<file path="src/tcw_pkg.sv">
// Shared types and constants for the text console writer.
`default_nettype none
package tcw_pkg;

    localparam logic [1:0] CMD_PUT  = 2'd0;
    localparam logic [1:0] CMD_HOME = 2'd1;
    localparam logic [1:0] CMD_READ = 2'd2;

    localparam logic [7:0] CH_NEWLINE   = 8'h0A;
    localparam logic [7:0] CH_BACKSPACE = 8'h08;
    localparam logic [7:0] CH_SPACE     = 8'h20;
    localparam logic [7:0] RESET_ATTR   = 8'h0F;

    localparam int IDX_W    = 11;
    localparam int GLYPH_W  = 8;
    localparam int CELL_W   = 16;
    localparam int S_DATA_W = 24;
    localparam int M_DATA_W = 32;

    typedef enum logic [2:0] {
        OP_GLYPH,
        OP_NEWLINE,
        OP_BACKSPACE,
        OP_HOME,
        OP_READ,
        OP_NOP
    } op_kind_t;

    typedef struct packed {
        op_kind_t             kind;
        logic [GLYPH_W-1:0]   glyph;
        logic [IDX_W-1:0]     index;
    } op_t;

    typedef enum logic [2:0] {
        ST_INIT,
        ST_IDLE,
        ST_READ,
        ST_SCROLL,
        ST_BLANK
    } back_state_t;

endpackage
`default_nettype wire

</file>
<file path="src/tcw_front.sv">
// Front end: input handshake and command classification.
`default_nettype none
module tcw_front import tcw_pkg::*; (
    input  wire logic                s_tvalid,
    output logic                     s_tready,
    input  wire logic [S_DATA_W-1:0] s_tdata,
    input  wire logic [1:0]          s_tuser,
    input  wire logic                enable,
    input  wire logic                q_full,
    output logic                     push,
    output op_t                      op
);

    logic [GLYPH_W-1:0] glyph;

    assign glyph    = s_tdata[GLYPH_W-1:0];
    assign s_tready = enable && !q_full;
    assign push     = s_tvalid && s_tready;

    always_comb begin
        op.glyph = glyph;
        op.index = s_tdata[GLYPH_W +: IDX_W];
        unique case (s_tuser)
            CMD_PUT: begin
                if (glyph == CH_NEWLINE) begin
                    op.kind = OP_NEWLINE;
                end else if (glyph == CH_BACKSPACE) begin
                    op.kind = OP_BACKSPACE;
                end else begin
                    op.kind = OP_GLYPH;
                end
            end
            CMD_HOME: op.kind = OP_HOME;
            CMD_READ: op.kind = OP_READ;
            default:  op.kind = OP_NOP;
        endcase
    end

endmodule
`default_nettype wire

</file>
<file path="config.mk">
export PLATFORM = sky130hd
export DESIGN_NAME = tcw_front
export DESIGN_NICKNAME = d
export VERILOG_FILES = /design/src/tcw_pkg.sv /design/src/tcw_front.sv
export SDC_FILE = /design/constraint.sdc
export NUM_CORES = 1
export LEC_CHECK = 0
export ABC_AREA = 1
export BUFFER_PORTS_ARGS = -buffer_cell sky130_fd_sc_hd__buf_2
export CAP_MARGIN = 15
export CORE_AREA = 10 10 47 49
export DETAILED_ROUTE_END_ITERATION = 7
export DIE_AREA = 0 0 57 59
export PLACE_DENSITY = 0.72
export SKIP_LAST_GASP = 1
export SLEW_MARGIN = 20
export SYNTH_ARGS = -nofsm -noshare
export SYNTH_HDL_FRONTEND = slang
export SYNTH_SLANG_ARGS = --single-unit
</file>
<file path="constraint.sdc">
create_clock -name vclk -period 0.8
set_input_delay 0.08 -clock vclk [all_inputs]
set_output_delay 0.08 -clock vclk [all_outputs]
set_load 0.01 [all_outputs]
</file>
==> results.toml <==
[global_routing]
track_usage_pct = 3.64
antenna_found_initial = 0
grt_max_degree = 4
grt_pass1_vias = 246
grt_pass1_wl_um = 1100
grt_overflow = 0

[yosys]
synth.area.top_cells = "buf_4, nor2_1, o21bai_1"
syn_inst = 36
synth_top_family_by_area = "buffers and inverters"
synth_cell_types = 9
synthSimpleGateAreaFrac_pct = 22.0
synthAdderAreaFrac_pct = 0
yosysTopAreaCellShare_pct = 64.4
synth.most_common_cell = "buf_4"
synth_compound_area_share_pct = 6.78
synth.net_count = 65
syn_area_um2 = 221
synth_top_area_cell = "buf_4"
ys_seq_area_share_pct = 0
synth_xor_area_share_pct = 0
yosys_warnings = 0
synthTopCellsByCount = "buf_4, nor2_1, inv_1, nand2_1, o21bai_1"
syn_area_per_cell_um2 = 6.15
synth_mux_area_share_pct = 0

[cells_and_area]
area_growth_syn_to_layout_pct = 34.5
drive_gt1_share_pct = 78.6
regArea_um2 = 0
antenna_cells = 0
final_area_um2 = 298
nets = 73
seq_cells = 0
num-clock-buffers = 0

[setup_path]
required_ps = 720
cp_max_fo = 2
max_stage_delay_ps = 150
start_kind = "input pin"
crit_chain = "buf_8 > nor2_4 > nand3_2 > o21bai_1 > buf_2"
crit_path_end_kind = "output port"
cp.arrival_ps = 660
cp_slowest_cell = "o21bai_1"
critPathKind = "input pin to output port"

[timing]
relSlewSlack_pct = 89.8
max_freq_mhz = 1360
tightestPinTransition_ps = 153
period_minus_slack_ps = 735
rsz0062_at_grt = "true"
finalHoldViolCount = 0
period_share_pct = 91.9
setup_viol = 0
slew_viol_final = 0

[floorplanning]
fp.dieH_um = 59
row_count = 14
die_x_um = 57
pin_count = 53
core_area_um2 = 1400
start_util_pct = 15.8
die_area_um2 = 3360

[outcome]
status = "finished clean"

[detailed_routing]
antenna_left = 0
wl_met2_um = 350
wl_um = 769
dr.pass1.iters = 1
post_drt_wl_per_cell_um = 13.3
vias = 226
drc = 0
wl_met3_um = 190
avgViaCountPerCell = 3.90
drt-met1-wl_um = 220
top_layer = "met4"
drtIter0Drc = 0

[flow_run]
cap_violations = 0

[power]
p_per_area_nw_per_um2 = 507
power_uw = 151
leakagePower_nw = 0.157
ir_drop_uv = 82.7

[placement]
port_buffers = 26
placed_area_um2 = 225
routabilityCongestion = 0.642
place.detailed.hpwl_um = 676

[worst_hold_path]
hp-class = "input pin to output port"
hold_depth = 0
[worst max-delay path, delay by kind of cell]
family                 cells  cell delay [ps]
AND/OR/NAND/NOR            2              180
buffers and inverters      2              250
AO/OA/AOI/OAI              1              150
[path summary, 6_finish.rpt]
check        start     end  slack, ps
max     s_tdata[0]  op[20]         60
min    s_tdata[10]   op[2]        160
[layout by cell type (no fill, tap or decap)]
cell type	instances
buf_8	1
o21bai_1	2
nand2_2	1
nor2_2	1
buf_2	21
nor2_4	4
inv_1	3
nand3_2	1
nor2_1	2
nor3b_1	1
buf_6	4
nand2_1	1
[metal layers]
layer,vias to the layer above,global-route usage (%)
li1,101,-
met1,92,2.87
met2,29,6.05
met3,4,3.65
met4,0,1.34
met5,-,0
[report_power, final]
part | switching [mW] | total (mW) | internal, mW
combinational | 0.0717 | 0.151 | 0.0793
sequential | 0 | 0 | 0
clock | 0 | 0 | 0
total | 0.0717 | 0.151 | 0.0793
[cells by family (layout without fill, tap and decap cells)]
| logic type | after synthesis | after routing |
|---|---|---|
| AOI/OAI and AO/OA | 2 | 2 |
| buffers and inverters | 23 | 29 |
| and+or+nand+nor | 11 | 11 |
[layout make-up]
type	instances	area (um^2)
fill	157	1100
inverter	3	11.3
multi-input combinational	13	101
tap	16	20.0
timing repair buffer	26	165
[per-stage QoR]
step	TNS (ps)	setup WS [ps]	utilization [%]	hold slack, ps	instances
5_1_grt	-14.8	-14.8	21.3	160	58
3_3_place_gp	0	72.5	16.1	160	58
2_1_floorplan	0	243	-	208	36
4_1_cts	0	14.8	16.1	160	58
6_report	0	64.5	21.3	160	58
3_5_place_dp	0	18.8	16.1	160	58
[timing repair]
item / in CTS / in global routing
setup buffers: 0 / 0
hold endpoints to repair: 0 / 0
setup endpoints to repair: 0 / 1
hold buffers: 0 / 0
resized for setup: 0 / 16
Power figures use the tool's default switching activity.
