$ cat config.mk
export PLATFORM = sky130hd
export DESIGN_NAME = tcw_queue
export DESIGN_NICKNAME = d
export VERILOG_FILES = /design/src/tcw_pkg.sv /design/src/tcw_queue.sv
export SDC_FILE = /design/constraint.sdc
export NUM_CORES = 1
export LEC_CHECK = 0
export BUFFER_PORTS_ARGS = -buffer_cell sky130_fd_sc_hd__buf_4
export CAP_MARGIN = 30
export CORE_ASPECT_RATIO = 0.5
export CORE_UTILIZATION = 54
export CTS_CLUSTER_SIZE = 40
export DETAILED_ROUTE_END_ITERATION = 10
export GPL_TIMING_DRIVEN = 0
export PLACE_DENSITY_LB_ADDON = 0.12
export SLEW_MARGIN = 20
export SYNTH_ARGS = -nofsm -noshare
export SYNTH_HDL_FRONTEND = slang
export SYNTH_SLANG_ARGS = --single-unit
export TNS_END_PERCENT = 5
$ cat constraint.sdc
create_clock -name aclk -period 5.4 [get_ports aclk]
set_clock_uncertainty 0.2 [all_clocks]
set_input_delay 1.08 -clock aclk [delete_from_list [all_inputs] [get_ports aclk]]
set_output_delay 1.08 -clock aclk [all_outputs]
set_load 0.005 [all_outputs]
$ cat src/tcw_pkg.sv
// Shared types and constants for the text console writer.
`default_nettype none
package tcw_pkg;

    localparam logic [1:0] CMD_PUT  = 2'd0;
    localparam logic [1:0] CMD_HOME = 2'd1;
    localparam logic [1:0] CMD_READ = 2'd2;

    localparam logic [7:0] CH_NEWLINE   = 8'h0A;
    localparam logic [7:0] CH_BACKSPACE = 8'h08;
    localparam logic [7:0] CH_SPACE     = 8'h20;
    localparam logic [7:0] RESET_ATTR   = 8'h0F;

    localparam int IDX_W    = 11;
    localparam int GLYPH_W  = 8;
    localparam int CELL_W   = 16;
    localparam int S_DATA_W = 24;
    localparam int M_DATA_W = 32;

    typedef enum logic [2:0] {
        OP_GLYPH,
        OP_NEWLINE,
        OP_BACKSPACE,
        OP_HOME,
        OP_READ,
        OP_NOP
    } op_kind_t;

    typedef struct packed {
        op_kind_t             kind;
        logic [GLYPH_W-1:0]   glyph;
        logic [IDX_W-1:0]     index;
    } op_t;

    typedef enum logic [2:0] {
        ST_INIT,
        ST_IDLE,
        ST_READ,
        ST_SCROLL,
        ST_BLANK
    } back_state_t;

endpackage
`default_nettype wire

$ cat src/tcw_queue.sv
// Two-entry operation queue between front and back end.
`default_nettype none
module tcw_queue import tcw_pkg::*; (
    input  wire logic aclk,
    input  wire logic aresetn,
    input  wire logic push,
    input  wire op_t  push_op,
    input  wire logic pop,
    output logic      full,
    output logic      empty,
    output op_t       head
);

    op_t        slot_reg [2];
    logic       wr_ptr_reg, wr_ptr_next;
    logic       rd_ptr_reg, rd_ptr_next;
    logic [1:0] count_reg, count_next;

    assign full  = (count_reg == 2'd2);
    assign empty = (count_reg == 2'd0);
    assign head  = slot_reg[rd_ptr_reg];

    always_comb begin
        wr_ptr_next = push ? !wr_ptr_reg : wr_ptr_reg;
        rd_ptr_next = pop ? !rd_ptr_reg : rd_ptr_reg;
        count_next  = count_reg + {1'b0, push} - {1'b0, pop};
    end

    always_ff @(posedge aclk) begin
        if (!aresetn) begin
            wr_ptr_reg <= 1'b0;
            rd_ptr_reg <= 1'b0;
            count_reg  <= 2'd0;
        end else begin
            wr_ptr_reg <= wr_ptr_next;
            rd_ptr_reg <= rd_ptr_next;
            count_reg  <= count_next;
        end
    end

    always_ff @(posedge aclk) begin
        if (push) begin
            slot_reg[wr_ptr_reg] <= push_op;
        end
    end

endmodule
`default_nettype wire

==> impl_metrics.toml, run 1 <==
[cts]
hold_buffers = 0
cts_tree = "yes"
clock_sinks = 49
htree_levels = 2
cts-root-buf = "clkbuf_8"
cts_buffer_depth = 2
path_clk_slew_ns = 0.08
clk_latency_ns = 0.29
cts_made_buffers = 5
post-cts-setup-buffers = 0
ctsResizeCount = 0

[timing]
drv_slew = 0
worst_slack_ns = 2.73
min_period_ns = 2.67
fin_setup_tns_ns = 0
max_slew_margin_pct = 54.5
hold_viol_final = 0
post-route-period-util_pct = 49.4
rsz0062_at_grt = "false"
max_freq_ghz = 0.375
setup_viol = 0
tightest_slew_ns = 0.681

[drt]
vias = 939
drcViolationCount = 7
drt_iter0_drc = 51
ant_nets = 0
wl_met1_um = 1250
wl_um = 3010
vias_per_cell = 5.02
top_layer = "met4"
wl_met2_um = 1530
met3_length_um = 211
wl_per_cell_um = 16.1
dr.pass1.iters = 7

[outcome]
outcome = "finished with violations"
violations = "design-rule violations"

[power_and_ir_drop]
p_leak_nw = 0.915
irDropWorstVdd_mv = 0.188
finalPower_mw = 0.808
p_per_area_nw_per_um2 = 341

[layout]
nets = 174
antenna_cells = 0
layout-drive-gt1-share_pct = 55.8
largest_register_ffs = 44
syn_to_final_growth_pct = 30.3

[yosys]
netlist_area_um2 = 1820
ys_top_cells_by_area = "edfxtp_1 (73%), mux2_2 (14%), dfxtp_1 (5.5%)"
synth_flop_cell = "edfxtp_1"
yosys_register_bits = 49
yosysTopAreaCellShare_pct = 72.7
yosys-top-cells-count = "edfxtp_1 (44), mux2_2 (22), dfxtp_1 (5), and2_1 (4), nor2b_1 (4)"
synth_fp_nets = 117
synth_edf_count = 44
avgSynthCellArea_um2 = 20.4
synth_seq_area_share_pct = 78.2
syn_inst = 89
synth_cell_types = 12
yosysMostFrequentCell = "edfxtp_1"
async_flop_share_pct = 0
yosys_warnings = 0
yosysTopAreaCell = "edfxtp_1"

[global_routing]
antenna_found_initial = 0
grt_pass1_vias = 953
grt_first_pass_wirelength_um = 4680
grt_overflow = 0
grt_max_degree = 24
grt_usage_pct = 18.3

[critical_path]
r2r_slack_ns = 3.75
arrival_ns = 1.39
critPathRequiredTime_ns = 4.12
setup.worst_path.start_class = "flip-flop"
r2r-start = "wr_ptr_reg$_SDFFE_PN0P_"
end_kind = "output pin"
cp_max_fo = 10
crit_type = "reg2out"

[die]
ios = 50
core.rowCount = 14
start_util_pct = 58.6
core_area_um2 = 3100
die-area_um2 = 3610
fp.dieW_um = 84.0
die-height_um = 43.0

[placed_design]
place_ws_ns = 2.93
io_buffers = 49
gp_congestion = 0.642
dp_hpwl_um = 1990

[run]
cap_violations = 0

[worst_hold_path]
min_from = "rd_ptr_reg$_SDFFE_PN0P_"
min_path_type = "reg2reg"
layer usage:
metal / up-vias / track usage (%)
met5: - / 0
met4: 0 / 4.14
met3: 2 / 7.20
met2: 36 / 31.8
met1: 448 / 22.1
li1: 453 / -
layout make-up:
class / instances / area, um2
multi-input cells: 36 / 373
clock inverters: 3 / 41.3
inverters: 2 / 7.51
plain buffers: 2 / 22.5
clock buffers: 5 / 68.8
repair buffers: 50 / 383
flip-flops and latches: 49 / 1420
fillers: 188 / 733
well taps: 40 / 50.0
through the flow:
step                instances  instance area (um2)  hold WS (ns)  utilization [%]
floorplan                  89                 1820         0.355                -
global placement          178                 2230         0.368             72.1
detailed placement        179                 2260         0.386             72.8
CTS                       187                 2370         0.403             76.4
global route              187                 2370         0.435             76.4
finish                    187                 2370         0.405             76.4
kinds of logic (layout without fill, tap and decap cells):
| logic type | count (synthesis) | count (layout) | share of synthesized area (%) |
|---|---|---|---|
| buf+inv | 4 | 62 | 1.65 |
| simple gates | 9 | 9 | 2.96 |
| xor+xnor | 2 | 2 | 1.72 |
| compound gates | 1 | 1 | 0.413 |
| fa+ha+maj | 2 | 2 | 1.38 |
| mux | 22 | 22 | 13.6 |
| flops | 49 | 49 | 78.2 |
placed cells by master, fill, tap and decap left out:
master       n
bufinv_16    1
and2_1       4
nor2b_1      3
ha_1         2
buf_8        1
clkbuf_8     5
edfxtp_1    44
xor2_1       1
clkinv_1     1
clkinvlp_4   1
mux2_2      22
nor2_1       1
dfxtp_1      5
o21a_1       1
buf_6        2
nor2b_4      1
xnor3_1      1
inv_1        2
buf_4       49
power breakdown:
| part | internal (mW) | switching [mW] | total (mW) | leakage (nW) |
|---|---|---|---|---|
| combinational | 0.0690 | 0.0407 | 0.110 | 0.409 |
| clock | 0.136 | 0.116 | 0.253 | 0.0518 |
| sequential | 0.437 | 0.00892 | 0.446 | 0.455 |
| total | 0.642 | 0.166 | 0.808 | 0.915 |
path summary, 6_finish.rpt:
| check | to | cells after the start |
|---|---|---|
| setup reg to reg | slot_reg[1][13]$_DFFE_PP_ | 2 |
| hold / removal | rd_ptr_reg$_SDFFE_PN0P_ | 2 |
| hold reg to reg | rd_ptr_reg$_SDFFE_PN0P_ | 2 |
| setup / recovery | head[17] | 3 |
critical path, cell delays in order (launching register included):
cell and delay (ns):
dfxtp_1 0.42, buf_6 0.19, mux2_2 0.35, buf_4 0.14
Power figures use the tool's default switching activity.
==> run 2, diff against run 1 <==
--- a/config.mk
+++ b/config.mk
@@ -8,7 +8,7 @@
 export BUFFER_PORTS_ARGS = -buffer_cell sky130_fd_sc_hd__buf_4
 export CAP_MARGIN = 30
 export CORE_ASPECT_RATIO = 0.5
-export CORE_UTILIZATION = 54
+export CORE_UTILIZATION = 46
 export CTS_CLUSTER_SIZE = 40
 export DETAILED_ROUTE_END_ITERATION = 10
 export GPL_TIMING_DRIVEN = 0
==> constraint.sdc (replaced) <==
create_clock -name aclk -period 2.41 [get_ports aclk]
set_clock_uncertainty 0.2 [all_clocks]
set_input_delay 0.482 -clock aclk [delete_from_list [all_inputs] [get_ports aclk]]
set_output_delay 0.482 -clock aclk [all_outputs]
set_load 0.005 [all_outputs]
==> run 2 against run 1 <==
Against the previous run:
- combinational power rose by 120%
- wire length fell by 9.3%
- count of clock-buffer cells in the layout rose by 1
- worst hold slack got worse by 0.24 ns
- core utilization fell by 11 points
- largest cell class unchanged
- via count rose by 0.32%
- global-route usage fell by 4.4 points
- register-to-register slack got worse by 2.9 ns
- the run now ends clean
- sequential cell count did not move
- largest power group unchanged
- final area barely moved
- sequential power rose by 120%
==> impl_metrics.toml, run 2 (synthesis results as in run 1) <==
[cts]
cts_tree = "yes"
hold_buffers = 0
path_clk_slew_ns = 0.08
clock_sinks = 49
cts_made_buffers = 5
cts-root-buf = "clkbuf_8"
post-cts-setup-buffers = 0
ctsResizeCount = 0
clk_latency_ns = 0.29
htree_levels = 2
cts_buffer_depth = 2

[placed_design]
gp_congestion = 0.635
dp_hpwl_um = 1860
placed_cell_area_um2 = 2280
io_buffers = 49

[critical_path]
critPathRequiredTime_ns = 1.73
path_delay_family = "flip-flops"
end_kind = "output pin"
arrival_ns = 1.43
slowest_delay_ns = 0.44
r2r_slack_ns = 0.82
worstPathCellList = "buf_6, mux2_2, buf_4"
crit_buf_inv = 2
slowest_stage = "dfxtp_1"
cp_max_fo = 10
setup.worst_path.start_class = "flip-flop"
crit_type = "reg2out"

[timing]
min_period_ns = 2.11
drv_slew = 0
setup_viol = 0
fin_setup_tns_ns = 0
max_freq_ghz = 0.474
post-route-period-util_pct = 87.6
tightest_slew_ns = 0.656
max_slew_margin_pct = 56.2
hold_viol_final = 0
rsz0062_at_grt = "false"

[die]
die-area_um2 = 4220
start_util_pct = 50.4
die-height_um = 46.4
core.rowCount = 15
ios = 50
core_area_um2 = 3600
fp.dieW_um = 90.9

[global_routing]
grt_overflow = 0
grt_pass1_vias = 918
antenna_found_initial = 0
grt_first_pass_wirelength_um = 4130
grt_usage_pct = 13.9
grt_max_degree = 24

[drt]
wl_per_cell_um = 13.8
ant_nets = 0
vias = 942
wl_um = 2730
drcViolationCount = 0
drt_iter0_drc = 34
dr.pass1.iters = 4
vias_per_cell = 4.76

[layout]
antenna_cells = 0
most-common-layout-cells = "buf_4 (49), edfxtp_1 (44), mux2_2 (22)"
layout-drive-gt1-share_pct = 55.8
syn_to_final_growth_pct = 30.2
nets = 174
n_fill_cell = 270
layout_commonest_cell = "buf_4"
largest_register_ffs = 44
stdcell_area_um2 = 2370

[outcome]
outcome = "finished, final reports clean"

[run]
cap_violations = 0

[power_and_ir_drop]
p_per_area_nw_per_um2 = 717
irDropWorstVdd_mv = 0.458
p_leak_nw = 0.913

[worst_hold_path]
min_path_type = "in2reg"
## run 2: cell types whose count changed in the layout (fill, tap and decap cells not counted), sizes merged
cell / delta
clkbuf: +1
clkinvlp: -1
clkinv: +1
bufinv: -1
## run 2: metal layers
layer	GRT usage, %	up-vias	wire (um)	share of wire, %
li1	-	448	-	-
met1	16.1	456	1200	44
met2	24.2	34	1330	49
met3	5.45	4	161	5.9
met4	5.71	0	29	1.1
met5	0	-	0	0
## run 2: cell type report
class,count,area [um2],share of cell area (%)
plain buffers,2,22.5,0.952
clock buffers,6,72.6,3.07
clock inverters,2,10.0,0.423
inverters,2,7.51,0.317
multi-input cells,36,373,15.8
flip-flops and latches,49,1420,60.1
well taps,51,63.8,2.70
repair buffers,50,395,16.7
## run 2: worst register-to-register path: cells and delay by family (launching register included)
family | cells | cell delay [ns]
DFF | 1 | 0.35
xor gates and xnor gates | 1 | 0.37
and+or+nand+nor | 1 | 0.11
buffers and inverters | 2 | 0.11
adders and majority gates | 2 | 0.40
## run 2: stage by stage
stage	instances	util (%)	setup WS (ns)	hold WS [ns]	total power, mW
2_1_floorplan	89	-	0.272	0.355	1.13
3_3_place_gp	189	62.4	-0.412	0.367	1.25
3_5_place_dp	190	63.4	0.577	0.375	1.27
4_1_cts	198	65.7	0.295	0.156	1.72
5_1_grt	198	65.7	0.253	0.150	1.76
6_report	198	65.7	0.300	0.166	1.70
## run 2: final timing paths
check | startpoint | to | cells after the start
worst min-delay path | push_op[3] | slot_reg[0][3]$_DFFE_PP_ | 1
worst min register to register | rd_ptr_reg$_SDFFE_PN0P_ | rd_ptr_reg$_SDFFE_PN0P_ | 2
worst max register to register | count_reg[0]$_SDFF_PN0_ | count_reg[1]$_SDFF_PN0_ | 6
worst max-delay path | flip-flop | head[19] | 3
## run 2: report_power, final
part / internal (mW) / switching, mW
clock: 0.201 / 0.252
sequential: 0.979 / 0.0192
combinational: 0.156 / 0.0886
total: 1.34 / 0.360
==> run 3, diff against run 2 <==
--- a/config.mk
+++ b/config.mk
@@ -8,7 +8,8 @@
 export BUFFER_PORTS_ARGS = -buffer_cell sky130_fd_sc_hd__buf_4
 export CAP_MARGIN = 30
 export CORE_ASPECT_RATIO = 0.5
-export CORE_UTILIZATION = 46
+export CORE_UTILIZATION = 48
+export CTS_BUF_LIST = sky130_fd_sc_hd__clkbuf_4
 export CTS_CLUSTER_SIZE = 40
 export DETAILED_ROUTE_END_ITERATION = 10
 export GPL_TIMING_DRIVEN = 0
==> run 3 against run 2 <==
Against the previous run:
- power is 0.45% higher
- critical path depth stayed put
- worst setup slack worse by 0.045 ns
- wire length is 0.15% lower
- via count is 0.96% lower
- worst hold slack worse by 0.065 ns
- count of clock-buffer cells in the layout stayed put
- sequential share of layout area is 0.42 points higher
- combinational power hardly changed
- die area is 4.0% lower
- non-clock buffer count stayed put
- register-to-register slack worse by 0.03 ns
==> impl_metrics.toml, run 3 (synthesis results as in run 1) <==
[outcome]
outcome = "finished, final reports clean"

[critical_path]
r2r-start = "count_reg[0]$_SDFF_PN0_"
r2r_end = "count_reg[1]$_SDFF_PN0_"
critPathCapture = "head[20]"
slowest_delay_ns = 0.44
arrival_ns = 1.47
worstPathCellList = "buf_6, mux2_2, buf_4"
crit_type = "reg2out"
end_kind = "output pin"
setup.worst_path.start_class = "flip-flop"
reg2reg_depth = 6
r2r_slack_ns = 0.79
cp_max_fo = 10
slowest_stage = "dfxtp_1"
critPathRequiredTime_ns = 1.73

[power_and_ir_drop]
p_leak_nw = 0.906
finalPower_mw = 1.70
p_per_area_nw_per_um2 = 726
irDropWorstVdd_mv = 0.427

[global_routing]
grtUsageMet3_pct = 6.70
grt_usage_pct = 15.1
grt_max_degree = 24
use_met1_pct = 16.5
use_met2_pct = 25.7
grt_first_pass_wirelength_um = 4130
top_usage_layer = "met2"
grt_overflow = 0
antenna_found_initial = 0
grt_pass1_vias = 935

[cts]
cts-root-buf = "clkbuf_4"
ctsResizeCount = 0
path_clk_slew_ns = 0.13
cts_tree = "yes"
clock_sinks = 49
hold_buffers = 0
htree_levels = 2
cts_made_buffers = 5
clk_latency_ns = 0.35
post-cts-setup-buffers = 0
cts_buffer_depth = 2

[die]
die-area_um2 = 4050
ios = 50
start_util_pct = 51.5
fp.dieW_um = 89.0
die-height_um = 45.5
core.rowCount = 15
core_area_um2 = 3530

[drt]
wl_um = 2720
vias_per_cell = 4.71
ant_nets = 0
vias = 933
drcViolationCount = 0
dr.pass1.iters = 3
drt_iter0_drc = 23
wl_per_cell_um = 13.8

[timing]
hold_viol_final = 0
tightest_slew_ns = 0.673
min_period_ns = 2.16
rsz0062_at_grt = "false"
drv_slew = 0
post-route-period-util_pct = 89.4
max_freq_ghz = 0.464
max_slew_margin_pct = 55.0
setup_viol = 0

[layout]
layout-drive-gt1-share_pct = 55.8
n_fill_cell = 261
largest_register_ffs = 44
most-common-layout-cells = "buf_4 (49), edfxtp_1 (44), mux2_2 (22)"
antenna_cells = 0
stdcell_area_um2 = 2350
nets = 174
syn_to_final_growth_pct = 29.3
layout_commonest_cell = "buf_4"
utilization_pct = 66.6

[run]
cap_violations = 0

[placed_design]
placed_cell_area_um2 = 2270
io_buffers = 49
gp_congestion = 0.605

[worst_hold_path]
min_path_type = "in2reg"
## run 3: how the worst min path moves through the flow
stage                                    end                     from  cells past startpoint  slack, ns
global route        slot_reg[0][8]$_DFFE_PP_               push_op[8]                      1       0.06
finish              slot_reg[1][4]$_DFFE_PP_               push_op[4]                      1       0.10
detailed placement   rd_ptr_reg$_SDFFE_PN0P_  rd_ptr_reg$_SDFFE_PN0P_                      2       0.38
CTS                 slot_reg[1][4]$_DFFE_PP_               push_op[4]                      1       0.08
floorplan                          flip-flop  rd_ptr_reg$_SDFFE_PN0P_                      2       0.35
global placement     rd_ptr_reg$_SDFFE_PN0P_  rd_ptr_reg$_SDFFE_PN0P_                      2       0.37
## run 3: critical path, delay by kind of cell (launching register included)
kind | cells | cell delay [ns]
multiplexers | 1 | 0.35
flip-flops | 1 | 0.44
buffers and inverters | 2 | 0.33
## run 3: layout make-up
class	count	area (um2)	area share, %
plain buffers	2	22.5	0.958
clock buffers	6	45.0	1.92
clock inverters	2	33.8	1.44
inverters	2	7.51	0.319
multi-input cells	36	373	15.9
flip-flops and latches	49	1420	60.5
well taps	51	63.8	2.72
repair buffers	50	383	16.3
## run 3: report_power, final
part | internal, mW | switching [mW] | total [mW]
registers | 0.980 | 0.0188 | 0.998
logic | 0.154 | 0.0877 | 0.242
clock network | 0.227 | 0.237 | 0.465
## run 3: layer usage
layer  up-vias  share of wire [%]
met1       448                 44
met2        29                 47
li1        451                  -
met5         -                  0
met4         0                1.4
met3         5                7.0
## run 3: per-stage QoR
| stage | worst slack [ns] | setup TNS [ns] | hold slack [ns] | std cells |
|---|---|---|---|---|
| after floorplan | 0.272 | 0 | 0.355 | 89 |
| after global placement | -0.501 | -11.42 | 0.366 | 189 |
| after detailed placement | 0.572 | 0 | 0.383 | 190 |
| after CTS | 0.222 | 0 | 0.0782 | 198 |
| after global routing | 0.163 | 0 | 0.0646 | 198 |
| final | 0.255 | 0 | 0.101 | 198 |
